--- config.mk ---
export PLATFORM = sky130hd
export DESIGN_NAME = tcst_front
export DESIGN_NICKNAME = d
export VERILOG_FILES = /design/src/rtl/tcst_pkg.sv /design/src/rtl/tcst_front.sv
export SDC_FILE = /design/constraint.sdc
export NUM_CORES = 1
export LEC_CHECK = 0
export CELL_PAD_IN_SITES_DETAIL_PLACEMENT = 0
export CELL_PAD_IN_SITES_GLOBAL_PLACEMENT = 2
export CORE_AREA = 3 3 80 82
export CTS_CLUSTER_DIAMETER = 30
export DETAILED_ROUTE_END_ITERATION = 12
export DIE_AREA = 0 0 83 85
export DONT_BUFFER_PORTS = 1
export GPL_TIMING_DRIVEN = 1
export PLACE_DENSITY_LB_ADDON = 0.1
export SYNTH_ARGS = -nofsm -noshare
export SYNTH_HDL_FRONTEND = slang
export SYNTH_SLANG_ARGS = --single-unit
--- constraint.sdc ---
create_clock -name clk -period 5.4 [get_ports clk]
set_clock_uncertainty 0.2 [all_clocks]
set_input_delay 0.54 -clock clk [delete_from_list [all_inputs] [get_ports clk]]
set_output_delay 0.54 -clock clk [all_outputs]
set_load 0.02 [all_outputs]
--- src/rtl/tcst_pkg.sv ---
// Shared types, constants and coefficient table for the cosine/sine/tangent block.
`timescale 1ns / 1ps

package tcst_pkg;

    // Default and largest number of Taylor terms.
    localparam int TERMS_DEF = 6;
    localparam int TERMS_MAX = 10;

    // Datapath widths: reduction argument, remainder, Q28 x, Q28 x squared, Horner value.
    localparam int ARG_W = 39;
    localparam int R_W   = 35;
    localparam int X_W   = 30;
    localparam int Y_W   = 32;
    localparam int T_W   = 32;

    // Width of the tangent divisor, and the number of quotient bits the divider makes.
    localparam int D_W       = 30;
    localparam int DIV_STEPS = 32;

    // Depth of the queue between the front and the back.
    localparam int QUEUE_DEPTH = 2;

    // Angle constants in Q32.
    localparam logic [ARG_W-1:0] TWO_PI_Q32  = 39'd26986075409;
    localparam logic [ARG_W-1:0] PI_Q32      = 39'd13493037705;
    localparam logic [ARG_W-1:0] HALF_PI_Q32 = 39'd6746518852;

    // Smallest cosine magnitude used as a tangent divisor (0.0001 in Q28).
    localparam logic [D_W-1:0] TAN_FLOOR_Q28 = 30'd26844;

    // Even Taylor coefficients (-1)^k / (2k)! in Q28, rounded to nearest.
    localparam logic signed [T_W-1:0] COEF [TERMS_MAX] = '{
        32'sd268435456,
        -32'sd134217728,
        32'sd11184811,
        -32'sd372827,
        32'sd6658,
        -32'sd74,
        32'sd1,
        32'sd0,
        32'sd0,
        32'sd0
    };

    // Function select.
    typedef enum logic [1:0] {
        CMD_COS  = 2'd0,
        CMD_SIN  = 2'd1,
        CMD_TAN  = 2'd2,
        CMD_NONE = 2'd3
    } cmd_t;

    // One classified beat handed from the front to the back.
    typedef struct packed {
        cmd_t                    cmd;
        logic signed [ARG_W-1:0] arg_cos;
        logic signed [ARG_W-1:0] arg_sin;
    } item_t;

endpackage

--- src/rtl/tcst_front.sv ---
// Front part: takes input beats, classifies them and forms both reduction arguments.
`timescale 1ns / 1ps

module tcst_front
    import tcst_pkg::*;
(
    input  logic        clk,
    input  logic        rst_n,
    input  logic        push,
    output logic        full,
    input  logic [1:0]  cmd,
    input  logic signed [31:0] angle,
    input  logic        q_ready,
    output logic        q_push,
    output item_t       q_item
);

    logic               v_reg, v_next;
    cmd_t               cmd_reg;
    logic signed [31:0] ang_reg;
    logic               take;
    logic signed [ARG_W-1:0] a_q32;

    // The input stage is free when empty or when its beat moves on this cycle.
    assign full   = v_reg && !q_ready;
    assign take   = push && !full;
    assign q_push = v_reg && q_ready;

    // Angle times 64 puts Q6.26 into Q32; sine uses pi/2 minus the angle.
    assign a_q32          = {ang_reg[31], ang_reg, 6'b0};
    assign q_item.cmd     = cmd_reg;
    assign q_item.arg_cos = a_q32;
    assign q_item.arg_sin = $signed(HALF_PI_Q32) - a_q32;

    always_comb
    begin
        v_next = v_reg;
        if (take)
        begin
            v_next = 1'b1;
        end
        else if (q_push)
        begin
            v_next = 1'b0;
        end
    end

    always_ff @(posedge clk or negedge rst_n)
    begin
        if (!rst_n)
        begin
            v_reg <= 1'b0;
        end
        else
        begin
            v_reg <= v_next;
        end
    end

    always_ff @(posedge clk)
    begin
        if (take)
        begin
            cmd_reg <= cmd_t'(cmd);
            ang_reg <= angle;
        end
    end

endmodule

**Word level (Yosys, flattened, before mapping)**

Index checks and enable logic that the tools add are counted.

- Bits in registers: 35
- Bits of input ports: 38
- Output and inout bits: 82
- Logic and storage cells: 12

- Add/subtract/negate cells: 1
- Muxes and demuxes: 2
- Reduce and logical (&&, ||, !) cells: 6

Operators by type and width:

| cell | number |
|---|---|
| $sub A34 B38 Y39 const A | 1 |
| $logic_and A1 B1 Y1 | 3 |
| $logic_not A1 Y1 | 2 |
| $mux W1 | 2 |
| $reduce_bool A2 Y1 | 1 |

**Depth between registers and ports, before layout**

- Depth in word-level cells: 5
- Gate-level depth with buffers: 5
- Depth with buffers taken out: 5

**Least setup slack after synthesis**

No wires, ideal clock.

- Path type: register to output
- Start point: reg ang_reg[20]
- End point: out q_item[34] (netlist bit)
- Arrival: 2.045 ns
- Required time: 4.660 ns
- Setup slack: 2.615 ns
- Cell stages (with the launch flop): 6
- Buffers on the path: 1
- Cells stage by stage: edfxtp_1 -> buf_6 -> or2_0 -> a311o_1 -> mux2_4 -> a311oi_1

RTL lines:

| element | line | RTL |
|---|---|---|
| start: declaration | tcst_front.sv:20 | `logic signed [31:0] ang_reg;` |
| start signal: assignment | tcst_front.sv:65 | `ang_reg <= angle;` |
| end: declaration | tcst_front.sv:15 | `output item_t q_item` |

==> results_dict.tcl <==
set metrics [dict create \
    outcome "complete, no violations" \
    avgSynthCellArea_um2 11.1 \
    max-slew-margin-rel_pct 39.6 \
    drt-total-wl_mm 5.39 \
    numClockSinks 35 \
    critPathArrivalTime_ps 2640 \
    critPathTopFamily "compound AO/OA/AOI/OAI gates" \
    grt_setup_unrepaired "false" \
    required_ps 4660 \
    cts.reportedPaths.clkPinSlew_ps 70 \
    worstSetupStartpointType "register" \
    first_pass_iters 4 \
    portBuffers 0 \
    dp_hpwl_mm 4.26 \
    rows 28 \
    hold_path_class "in -> reg" \
    antenna_found_initial 0 \
    pre_cts_slack_ps 2300 \
    antenna_cells 0 \
    gp_congestion 0.787 \
    design.die.area_um2 7060 \
    nets 238 \
    end_kind "output pin" \
    netlist_instances 199 \
    nFillCells 599 \
    cts_max_level 2 \
    crit_fanout 5 \
    drive_gt1_share_pct 12.5 \
    fin_ws_ps 2020 \
    ios 120 \
    grt_max_degree 35 \
    path_cells "ha_1, nor3_1, nor2_1, a21o_1, a311oi_1" \
    leakage_nw 0.767 \
    critical_path_class "reg -> out" \
    antenna_left 0 \
    cts_resized 0 \
    largest_reg_flops 32 \
    path_buf_inv 0 \
    ys_warn_count 0 \
    async_flop_share_pct 2.86 \
    wl_per_cell_um 19.6 \
    numCtsBuffers 5 \
    crit_slowest_cell "a311oi_1" \
    fin_crit_sh_pct 62.6 \
    hold_viol_final 0 \
    maxCapViolations 0 \
    cts_tree "done" \
    cts_setup_buffers 0 \
    synth_ff_type "edfxtp_1" \
    yosysSeqAreaShare_pct 47.3 \
    grt_overflow 0 \
    die-width_um 83 \
    finalMaxSlewViolations 0 \
    cts_root_buf "clkbuf_8" \
    p_per_area_nw_per_um2 284 \
    fmax_ghz 0.296 \
    fp.dieH_um 85 \
    fin_tns_setup_ps 0 \
    grt_pass1_vias 1509 \
    grt_first_pass_wirelength_mm 8.19 \
    syn-cell-area_um2 2210 \
    synthDistinctLibCells 58 \
    synth_edf_count 34 \
    clk_latency_ps 280 \
    ctsHoldBuffers 1 \
    max_stage_delay_ps 710 \
    worst_pin_slew_ps 900 \
    drc 0 \
    track_usage_pct 14.5 \
    synth_seq_cells 35 \
    ir_drop_mv 0.161 \
    period_minus_slack_ps 3380 \
    syn_to_final_growth_pct 3.45 \
    core-area_um2 5820 \
    initial_utilization_pct 38.1 \
    cts_buffer_depth 2 \
    setup-violations-final 0 \
    via_count 1561 \
    drt_iter0_drc 58 \
    drt-vias-per-instance 5.68 \
]
==> logic make-up after synthesis <==
group                      after synthesis  synth area share, %
AOI/OAI and AO/OA                       48                 18.5
xor gates and xnor gates                21                 8.31
adders and majority gates                1                0.565
buffers and inverters                   25                 8.14
DFF                                     35                 47.3
muxes                                    1                0.678
other                                    2                0.339
and+or+nand+nor                         66                 16.2
==> worst reg2reg max path: stages (launching register included) <==
cell      delay, ps
dfrtp_1         380
nand2b_1        110
and2_1          130
buf_4           370
==> metrics by stage <==
step | cell area, µm² | std cells | hold slack, ps | util [%] | total power [W]
after floorplan | 2250 | 209 | 44.4 | - | 0.000466
after global placement | 2190 | 266 | 44.5 | 37.7 | 0.000478
after detailed placement | 2190 | 266 | 44.4 | 37.7 | 0.000478
after CTS | 2290 | 275 | 143 | 39.4 | 0.000660
after global routing | 2290 | 275 | 129 | 39.4 | 0.000687
final | 2290 | 275 | 153 | 39.4 | 0.000650
==> layer usage <==
metal / global-route usage [%] / part of all wire (%) / vias up
li1: - / - / 729
met2: 24.3 / 50 / 68
met4: 4.01 / 1.0 / 0
met3: 5.63 / 8.0 / 5
met1: 17.5 / 41 / 759
met5: 0 / 0 / -
==> report_power, final <==
group	switching (W)	internal, W
sequential	0.0000440	0.000318
clock	0.0000879	0.0000900
combinational	0.0000813	0.0000292
==> cells in the mapped netlist (all sizes together), types with 2 or more instances <==
cell	instances	share of area [%]
nand2	13	2.2
a2111oi	5	2.3
edfxtp	34	46
a21oi	5	1.1
xnor2	11	4.4
buf	18	6.5
or4	2	0.68
o311ai	2	1.1
nand2b	7	2.0
nand3	6	1.4
nor2	12	2.1
and2	5	1.5
o21ai	5	1.1
nor3	6	1.4
a311oi	3	1.2
o21bai	2	1.0
nor2b	3	0.85
a22oi	2	0.68
o41ai	2	1.1
a21o	4	1.4
a211oi	6	2.3
o211ai	2	0.90
inv	6	1.0
nand4	5	1.7
nor4	2	0.85
and3	2	0.57
xor2	10	4.0
conb	2	0.34
==> path summary, 6_finish.rpt <==
path	startpoint	end	slack [ps]	cells after the start
max in group asynchronous	rst_n	v_reg	4640	1
min in group asynchronous	rst_n	v_reg	260	1
worst max-delay path	ang_reg[1]	q_item[35]	2020	5
worst max register to register	v_reg	ang_reg[31]	3850	3
worst min-delay path	angle[14]	ang_reg[14]	150	0
worst min register to register	v_reg	v_reg	350	2
==> placed cells by master, fill, tap and decap left out, drive strengths merged, types with 6 or more instances in the layout <==
master | Yosys | layout
nand3 | 6 | 6
clkbuf | 1 | 6
nand2 | 13 | 13
xnor2 | 11 | 11
a211oi | 6 | 6
nor3 | 6 | 6
nor2 | 12 | 12
nand2b | 7 | 7
conb | 2 | 12
inv | 6 | 6
xor2 | 10 | 10
edfxtp | 34 | 34
==> layout make-up <==
| class | instances | area (µm²) | area share, % |
|---|---|---|---|
| Inverter | 6 | 22.5 | 0.984 |
| Clock inverter | 2 | 12.5 | 0.546 |
| Tap cell | 75 | 93.8 | 4.10 |
| Timing Repair Buffer | 2 | 17.5 | 0.765 |
| Multi-Input combinational cell | 149 | 1020 | 44.8 |
| Clock buffer | 6 | 72.6 | 3.17 |
| Sequential cell | 35 | 1050 | 45.7 |
Power figures use the tool's default switching activity.
