### src/rtl/tcst_pkg.sv
// Shared types, constants and coefficient table for the cosine/sine/tangent block.
`timescale 1ns / 1ps

package tcst_pkg;

    // Default and largest number of Taylor terms.
    localparam int TERMS_DEF = 6;
    localparam int TERMS_MAX = 10;

    // Datapath widths: reduction argument, remainder, Q28 x, Q28 x squared, Horner value.
    localparam int ARG_W = 39;
    localparam int R_W   = 35;
    localparam int X_W   = 30;
    localparam int Y_W   = 32;
    localparam int T_W   = 32;

    // Width of the tangent divisor, and the number of quotient bits the divider makes.
    localparam int D_W       = 30;
    localparam int DIV_STEPS = 32;

    // Depth of the queue between the front and the back.
    localparam int QUEUE_DEPTH = 2;

    // Angle constants in Q32.
    localparam logic [ARG_W-1:0] TWO_PI_Q32  = 39'd26986075409;
    localparam logic [ARG_W-1:0] PI_Q32      = 39'd13493037705;
    localparam logic [ARG_W-1:0] HALF_PI_Q32 = 39'd6746518852;

    // Smallest cosine magnitude used as a tangent divisor (0.0001 in Q28).
    localparam logic [D_W-1:0] TAN_FLOOR_Q28 = 30'd26844;

    // Even Taylor coefficients (-1)^k / (2k)! in Q28, rounded to nearest.
    localparam logic signed [T_W-1:0] COEF [TERMS_MAX] = '{
        32'sd268435456,
        -32'sd134217728,
        32'sd11184811,
        -32'sd372827,
        32'sd6658,
        -32'sd74,
        32'sd1,
        32'sd0,
        32'sd0,
        32'sd0
    };

    // Function select.
    typedef enum logic [1:0] {
        CMD_COS  = 2'd0,
        CMD_SIN  = 2'd1,
        CMD_TAN  = 2'd2,
        CMD_NONE = 2'd3
    } cmd_t;

    // One classified beat handed from the front to the back.
    typedef struct packed {
        cmd_t                    cmd;
        logic signed [ARG_W-1:0] arg_cos;
        logic signed [ARG_W-1:0] arg_sin;
    } item_t;

endpackage

### src/rtl/tcst_queue.sv
// Small flop-based queue between the front and the back.
`timescale 1ns / 1ps

module tcst_queue
    import tcst_pkg::*;
#(
    parameter int WIDTH = 8,
    parameter int DEPTH = QUEUE_DEPTH
)
(
    input  logic             clk,
    input  logic             rst_n,
    input  logic             push,
    input  logic [WIDTH-1:0] wdata,
    output logic             ready,
    input  logic             pop,
    output logic             valid,
    output logic [WIDTH-1:0] rdata
);

    localparam int PTR_W = (DEPTH > 1) ? $clog2(DEPTH) : 1;
    localparam int CNT_W = $clog2(DEPTH + 1);

    logic [WIDTH-1:0] mem_reg [DEPTH];
    logic [PTR_W-1:0] wptr_reg, wptr_next;
    logic [PTR_W-1:0] rptr_reg, rptr_next;
    logic [CNT_W-1:0] cnt_reg, cnt_next;
    logic             do_push;
    logic             do_pop;

    // Handshake and read side.
    assign ready   = (cnt_reg != CNT_W'(DEPTH));
    assign valid   = (cnt_reg != '0);
    assign rdata   = mem_reg[rptr_reg];
    assign do_push = push && ready;
    assign do_pop  = pop && valid;

    // Pointer and count update, with explicit wrap.
    always_comb
    begin
        wptr_next = wptr_reg;
        rptr_next = rptr_reg;
        cnt_next  = cnt_reg;
        if (do_push)
        begin
            wptr_next = (wptr_reg == PTR_W'(DEPTH - 1)) ? '0 : wptr_reg + 1'b1;
        end
        if (do_pop)
        begin
            rptr_next = (rptr_reg == PTR_W'(DEPTH - 1)) ? '0 : rptr_reg + 1'b1;
        end
        if (do_push && !do_pop)
        begin
            cnt_next = cnt_reg + 1'b1;
        end
        else if (do_pop && !do_push)
        begin
            cnt_next = cnt_reg - 1'b1;
        end
    end

    always_ff @(posedge clk or negedge rst_n)
    begin
        if (!rst_n)
        begin
            wptr_reg <= '0;
            rptr_reg <= '0;
            cnt_reg  <= '0;
        end
        else
        begin
            wptr_reg <= wptr_next;
            rptr_reg <= rptr_next;
            cnt_reg  <= cnt_next;
        end
    end

    // Storage needs no reset.
    always_ff @(posedge clk)
    begin
        if (do_push)
        begin
            mem_reg[wptr_reg] <= wdata;
        end
    end

    // The fill count never passes the depth.
    a_cnt_bound: assert property (@(posedge clk) disable iff (!rst_n)
        cnt_reg <= CNT_W'(DEPTH))
        else $error("queue count above depth");

    // The front only pushes when there is room.
    a_no_overflow: assert property (@(posedge clk) disable iff (!rst_n)
        push |-> ready)
        else $error("push into a full queue");

    // A push with no pop raises the count by one.
    a_cnt_track: assert property (@(posedge clk) disable iff (!rst_n)
        (do_push && !do_pop) |=> cnt_reg == $past(cnt_reg) + 1'b1)
        else $error("queue count lost a push");

endmodule

### config.mk
export PLATFORM = sky130hd
export DESIGN_NAME = tcst_queue
export DESIGN_NICKNAME = d
export VERILOG_FILES = /design/src/rtl/tcst_pkg.sv /design/src/rtl/tcst_queue.sv
export SDC_FILE = /design/constraint.sdc
export NUM_CORES = 1
export LEC_CHECK = 0
export ABC_AREA = 1
export BUFFER_PORTS_ARGS = -buffer_cell sky130_fd_sc_hd__buf_4
export CAP_MARGIN = 40
export CORE_MARGIN = 2
export CORE_UTILIZATION = 51
export CTS_BUF_LIST = sky130_fd_sc_hd__clkbuf_2
export DETAILED_ROUTE_END_ITERATION = 6
export PLACE_DENSITY = 0.82
export SYNTH_ARGS = -nofsm -noshare
export SYNTH_HDL_FRONTEND = slang
export SYNTH_SLANG_ARGS = --single-unit
### constraint.sdc
create_clock -name clk -period 1.46 [get_ports clk]
set_input_delay 0.365 -clock clk [delete_from_list [all_inputs] [get_ports clk]]
set_output_delay 0.365 -clock clk [all_outputs]
set_load 0.01 [all_outputs]
Word level (Yosys, flattened, before mapping)
Memory sizes are Yosys's and may differ from the RTL's.
Index checks and enable logic that the tools add are counted.
W data, S select, Z words.
{ "word_totals": {"n_memories": 1, "word_cells": 23, "ramBits": 16, "regBits": 4, "out_inout_bits": 10, "input_bits": 12} }
{ "op_classes": {"eq_ne": 1, "n_addsub": 4, "muxes": 6, "n_reduce_logical": 8} }
{ "mem_list": {"columns": ["memory", "words", "width", "read_ports", "rd_ports_with_merged_regs", "wr", "line", "rtl"], "rows": [
  ["mem_reg", 2, 8, 1, 0, 1, "tcst_queue.sv:24", "logic [WIDTH-1:0] mem_reg [DEPTH];"]
]} }
{ "ops": {"columns": ["operator", "n"], "rows": [
  ["$logic_and A1 B1 Y1", 4],
  ["$mux W1", 4],
  ["$mux W2", 2],
  ["$reduce_bool A2 Y1", 2],
  ["$add A1 B1 Y1 const B", 2],
  ["$add A2 B1 Y2 const B", 1],
  ["$logic_not A1 Y1", 2],
  ["$ne A2 B2 Y1 const B", 1],
  ["$sub A2 B1 Y2 const B", 1]
]} }

Longest topological paths before layout
{ "depth": {"depth_word": 6, "mapped_depth": 10} }

Worst setup path before layout
No wires, ideal clock.
{ "synth_timing": {"path_type": "register to register", "from": "reg cnt_reg[0]", "to": "mem mem_reg[0][0], enable pin", "period_less_slack_ns": 1.323, "stages_incl_launch_ff": 5, "slack_ns": 0.137, "n_path_buf": 0, "t_arrival_ns": 0.953, "required_time_ns": 1.090, "setup_ns": 0.370, "path_cell_list": "dfrtp_1 inv_2 nand2_4 nand2_4 nor2_1"} }
{ "synth_via": {"elab_chain_cells": 4} }
{ "synth_lines": {"columns": ["item", "line", "rtl"], "rows": [
  ["start: declaration", "tcst_queue.sv:27", "logic [CNT_W-1:0] cnt_reg, cnt_next;"],
  ["start signal: assignment", "tcst_queue.sv:74", "cnt_reg <= cnt_next;"],
  ["$ne A2 B2 Y1", "tcst_queue.sv:32", "assign ready = (cnt_reg != CNT_W'(DEPTH));"],
  ["via ready", "tcst_queue.sv:15", "output logic ready,"],
  ["$logic_and A1 B1 Y1", "tcst_queue.sv:35", "assign do_push = push && ready;"],
  ["$mux W1", "tcst_queue.sv:81", "if (do_push)"],
  ["$mux W1 (implied by the code)", "tcst_queue.sv:83", "mem_reg[wptr_reg] <= wdata;"],
  ["end: declaration", "tcst_queue.sv:24", null]
]} }
The timed path passes the listed nets, and every way through them passes these cells.

Final worst setup path
{ "layout_timing": {"from": "reg rptr_reg", "to": "out rdata[6]"} }
{ "layout_via": {"elab_chain_cells": 1} }
{ "layout_lines": {"columns": ["item", "line", "rtl"], "rows": [
  ["start: declaration", "tcst_queue.sv:26", "logic [PTR_W-1:0] rptr_reg, rptr_next;"],
  ["start signal: assignment", "tcst_queue.sv:73", "rptr_reg <= rptr_next;"],
  ["$mem_v2 Z2 W8", null, null],
  ["end: declaration", "tcst_queue.sv:18", "output logic [WIDTH-1:0] rdata"]
]} }
No other way between the ends.

==> results.py <==
metrics = {
    "run_status": {
        "status": "finished, violations left",
        "violations": "negative setup slack",
    },
    "critical_path": {
        "crit-reg2reg-launch": "cnt_reg[0]",
        "end_kind": "output port",
        "cpMaxStageDelayCell": "dfrtp_2",
        "path_buf_inv": 2,
        "crit_family": "flip-flops",
        "cp_max_fo": 5,
        "worstSetupPathType": "register to output port",
        "r2r_cells": 9,
        "cp_cell_sequence": "buf_6, nand2_2, nand2_2, buf_6",
        "worst_ep_arrival_time_ps": 1150,
        "worstSetupStartpoint": "rptr_reg",
        "start_kind": "register",
        "r2r_slack_ps": 130,
        "crit_end": "rdata[6]",
        "worst-path-stages": 4,
        "required_ps": 1100,
        "r2r_end": "cnt_reg[1]",
        "crit_path_max_incr_delay_ps": 490,
    },
    "synth": {
        "synth_top_area_share_pct": 58.1,
        "synth_largest_area_cell": "edfxtp_1",
        "syn_area_um2": 827,
        "synthTopCellsByArea": "edfxtp_1 (58%), nand2_1 (14%), dfrtp_1 (12%)",
        "syn_nets": 83,
        "ys_seq_area_share_pct": 70.2,
        "yosysWarnings": 0,
        "ys_types": 14,
        "syn_inst": 70,
        "avgSynthCellArea_um2": 11.8,
        "ys_ff_latch": 20,
    },
    "routing": {
        "drc": 0,
        "drt_wl_total_mm": 1.67,
        "drt_first_pass_iters": 4,
        "vias": 577,
        "initialDrtViolationCount": 8,
        "viasPerCell": 4.97,
        "ant_nets": 0,
        "routedWlPerCell_um": 14.4,
    },
    "timing": {
        "layout_setup_ws_ps": -55.6,
        "tns_ps": -316,
        "rsz0062_at_grt": "yes",
        "max_freq_ghz": 0.660,
        "fin_crit_sh_pct": 104,
        "report.final.setup_viol": 8,
        "finalHoldWorstSlack_ps": 225,
        "hold_viol": 0,
        "drv_slew": 0,
        "worst_pin_slew_ps": 195,
        "relSlewSlack_pct": 87.0,
        "period_needed_ps": 1520,
        "clock_skew_ps": 18.7,
    },
    "layout": {
        "n_antenna_cell": 0,
        "largest_reg_flops": 16,
        "fillers": 94,
        "finalCoreUtilization_pct": 77.3,
        "drive_gt1_share_pct": 54.0,
        "nets": 114,
        "area_delta_synth_final_pct": 40.8,
        "final_cell_mix": "nand2_1 (16), edfxtp_1 (16), buf_4 (15)",
    },
    "cts": {
        "clk_latency_ps": 300,
        "cts_num_sinks": 20,
        "htreeDepth": 1,
        "cts_tree": "done",
        "numCtsBuffers": 3,
        "clockBufferDepth": 2,
        "root_buffer": "clkbuf_2",
        "clk_pin_slew_ps": 200,
    },
    "floorplan": {
        "io_pins": 22,
        "dieArea_um2": 1960,
        "start_util_pct": 54.9,
        "core_area_um2": 1510,
        "die_x_um": 44.3,
        "rows": 14,
        "fp.dieH_um": 44.3,
    },
    "place": {
        "dp_hpwl_mm": 1.05,
        "gp_congestion": 0.856,
        "portBuffers": 21,
    },
    "flow_run": {
        "drv_cap": 0,
    },
    "power_and_ir_drop": {
        "combinationalPowerShare_pct": 51.5,
        "p_sw_share_pct": 37.9,
        "powerDensity_nw_per_um2": 1990,
        "p_int_w": 0.00144,
        "ir_drop_uv": 1460,
        "p_leak_nw": 0.529,
        "p_sw_w": 0.000879,
        "pwr-share-seq_pct": 39.0,
        "clockPowerShare_pct": 9.5,
    },
    "grt": {
        "grt_pass1_vias": 582,
        "grt_max_degree": 12,
        "antenna_found_initial": 0,
        "grt_pass1_wl_mm": 2.43,
        "grt.overflow.total": 0,
        "grt_use_total_pct": 17.6,
    },
    "worst_hold_path": {
        "hold_class": "input port to register",
    },
}
## worst min-delay path by stage
| stage | start | cells after the start | slack [ps] | end |
|---|---|---|---|---|
| 3_5_place_dp | rst_n | 1 | 170 | cnt_reg[1] |
| 5_1_grt | wdata[2] | 1 | 200 | mem_reg[0][2] |
| 2_1_floorplan | rst_n | 0 | 70 | cnt_reg[0] |
| 6_report | wdata[6] | 1 | 220 | mem_reg[0][6] |
| 4_1_cts | wdata[6] | 1 | 230 | mem_reg[1][6] |
| 3_3_place_gp | rst_n | 1 | 170 | cnt_reg[0] |
## area by class of cell
cell class                 instances  area [um^2]  share of cell area, %
inverter                           7         31.3                   2.69
clock inverter                     1         3.75                  0.322
clock buffer                       3         15.0                   1.29
tap                               16         20.0                   1.72
sequential                        20          582                   49.9
timing repair buffer              27          246                   21.2
multi-input combinational         42          267                   22.9
## routing by layer
metal  wire, um  up-vias  global-route usage [%]
met2        966       16                    34.1
met1        627      275                    20.4
met5          0        -                       0
met3         58        2                    2.45
li1           -      284                       -
met4         13        0                    3.64
## cell families after synthesis
group | Yosys count | share of synthesized area (%)
xor gates and xnor gates | 2 | 3.03
adders and majority gates | 1 | 1.51
buffers and inverters | 8 | 4.54
DFF | 20 | 70.2
and+or+nand+nor | 39 | 20.7
## power groups by stage
| stage | registers, W | clock network, W | logic [W] |
|---|---|---|---|
| after floorplan | 0.000865 | 0 | 0.000550 |
| after global placement | 0.000889 | 0 | 0.000860 |
| after detailed placement | 0.000895 | 0 | 0.000896 |
| after CTS | 0.000892 | 0.000220 | 0.00108 |
| after global routing | 0.000920 | 0.000242 | 0.00130 |
| final | 0.000904 | 0.000220 | 0.00119 |
## synth_stat cells (all sizes together)
| cell type | n |
|---|---|
| xor2 | 1 |
| buf | 1 |
| dfrtp | 4 |
| edfxtp | 16 |
| nand2 | 34 |
| nor2 | 2 |
| nand3 | 2 |
| inv | 7 |
| ha | 1 |
| nand4 | 1 |
| xnor2 | 1 |
## metrics by stage
stage / setup slack [ps] / instances / area [um^2] / power (W)
after floorplan: 137 / 70 / 827 / 0.00141
after global placement: 156 / 109 / 1020 / 0.00175
after detailed placement: 85.8 / 109 / 1020 / 0.00179
after CTS: -40.1 / 116 / 1110 / 0.00220
after global routing: -113 / 116 / 1160 / 0.00246
final: -55.6 / 116 / 1160 / 0.00232
## what timing repair did
item                       in CTS  in global routing
setup endpoints to repair       8                 11
buffers inserted                2                  0
pin swaps                       6                  3
hold endpoints to repair        4                  0
resized for setup              18                 14
hold buffers                    1                  0
No activity file was read; power rests on OpenSTA's default activity.
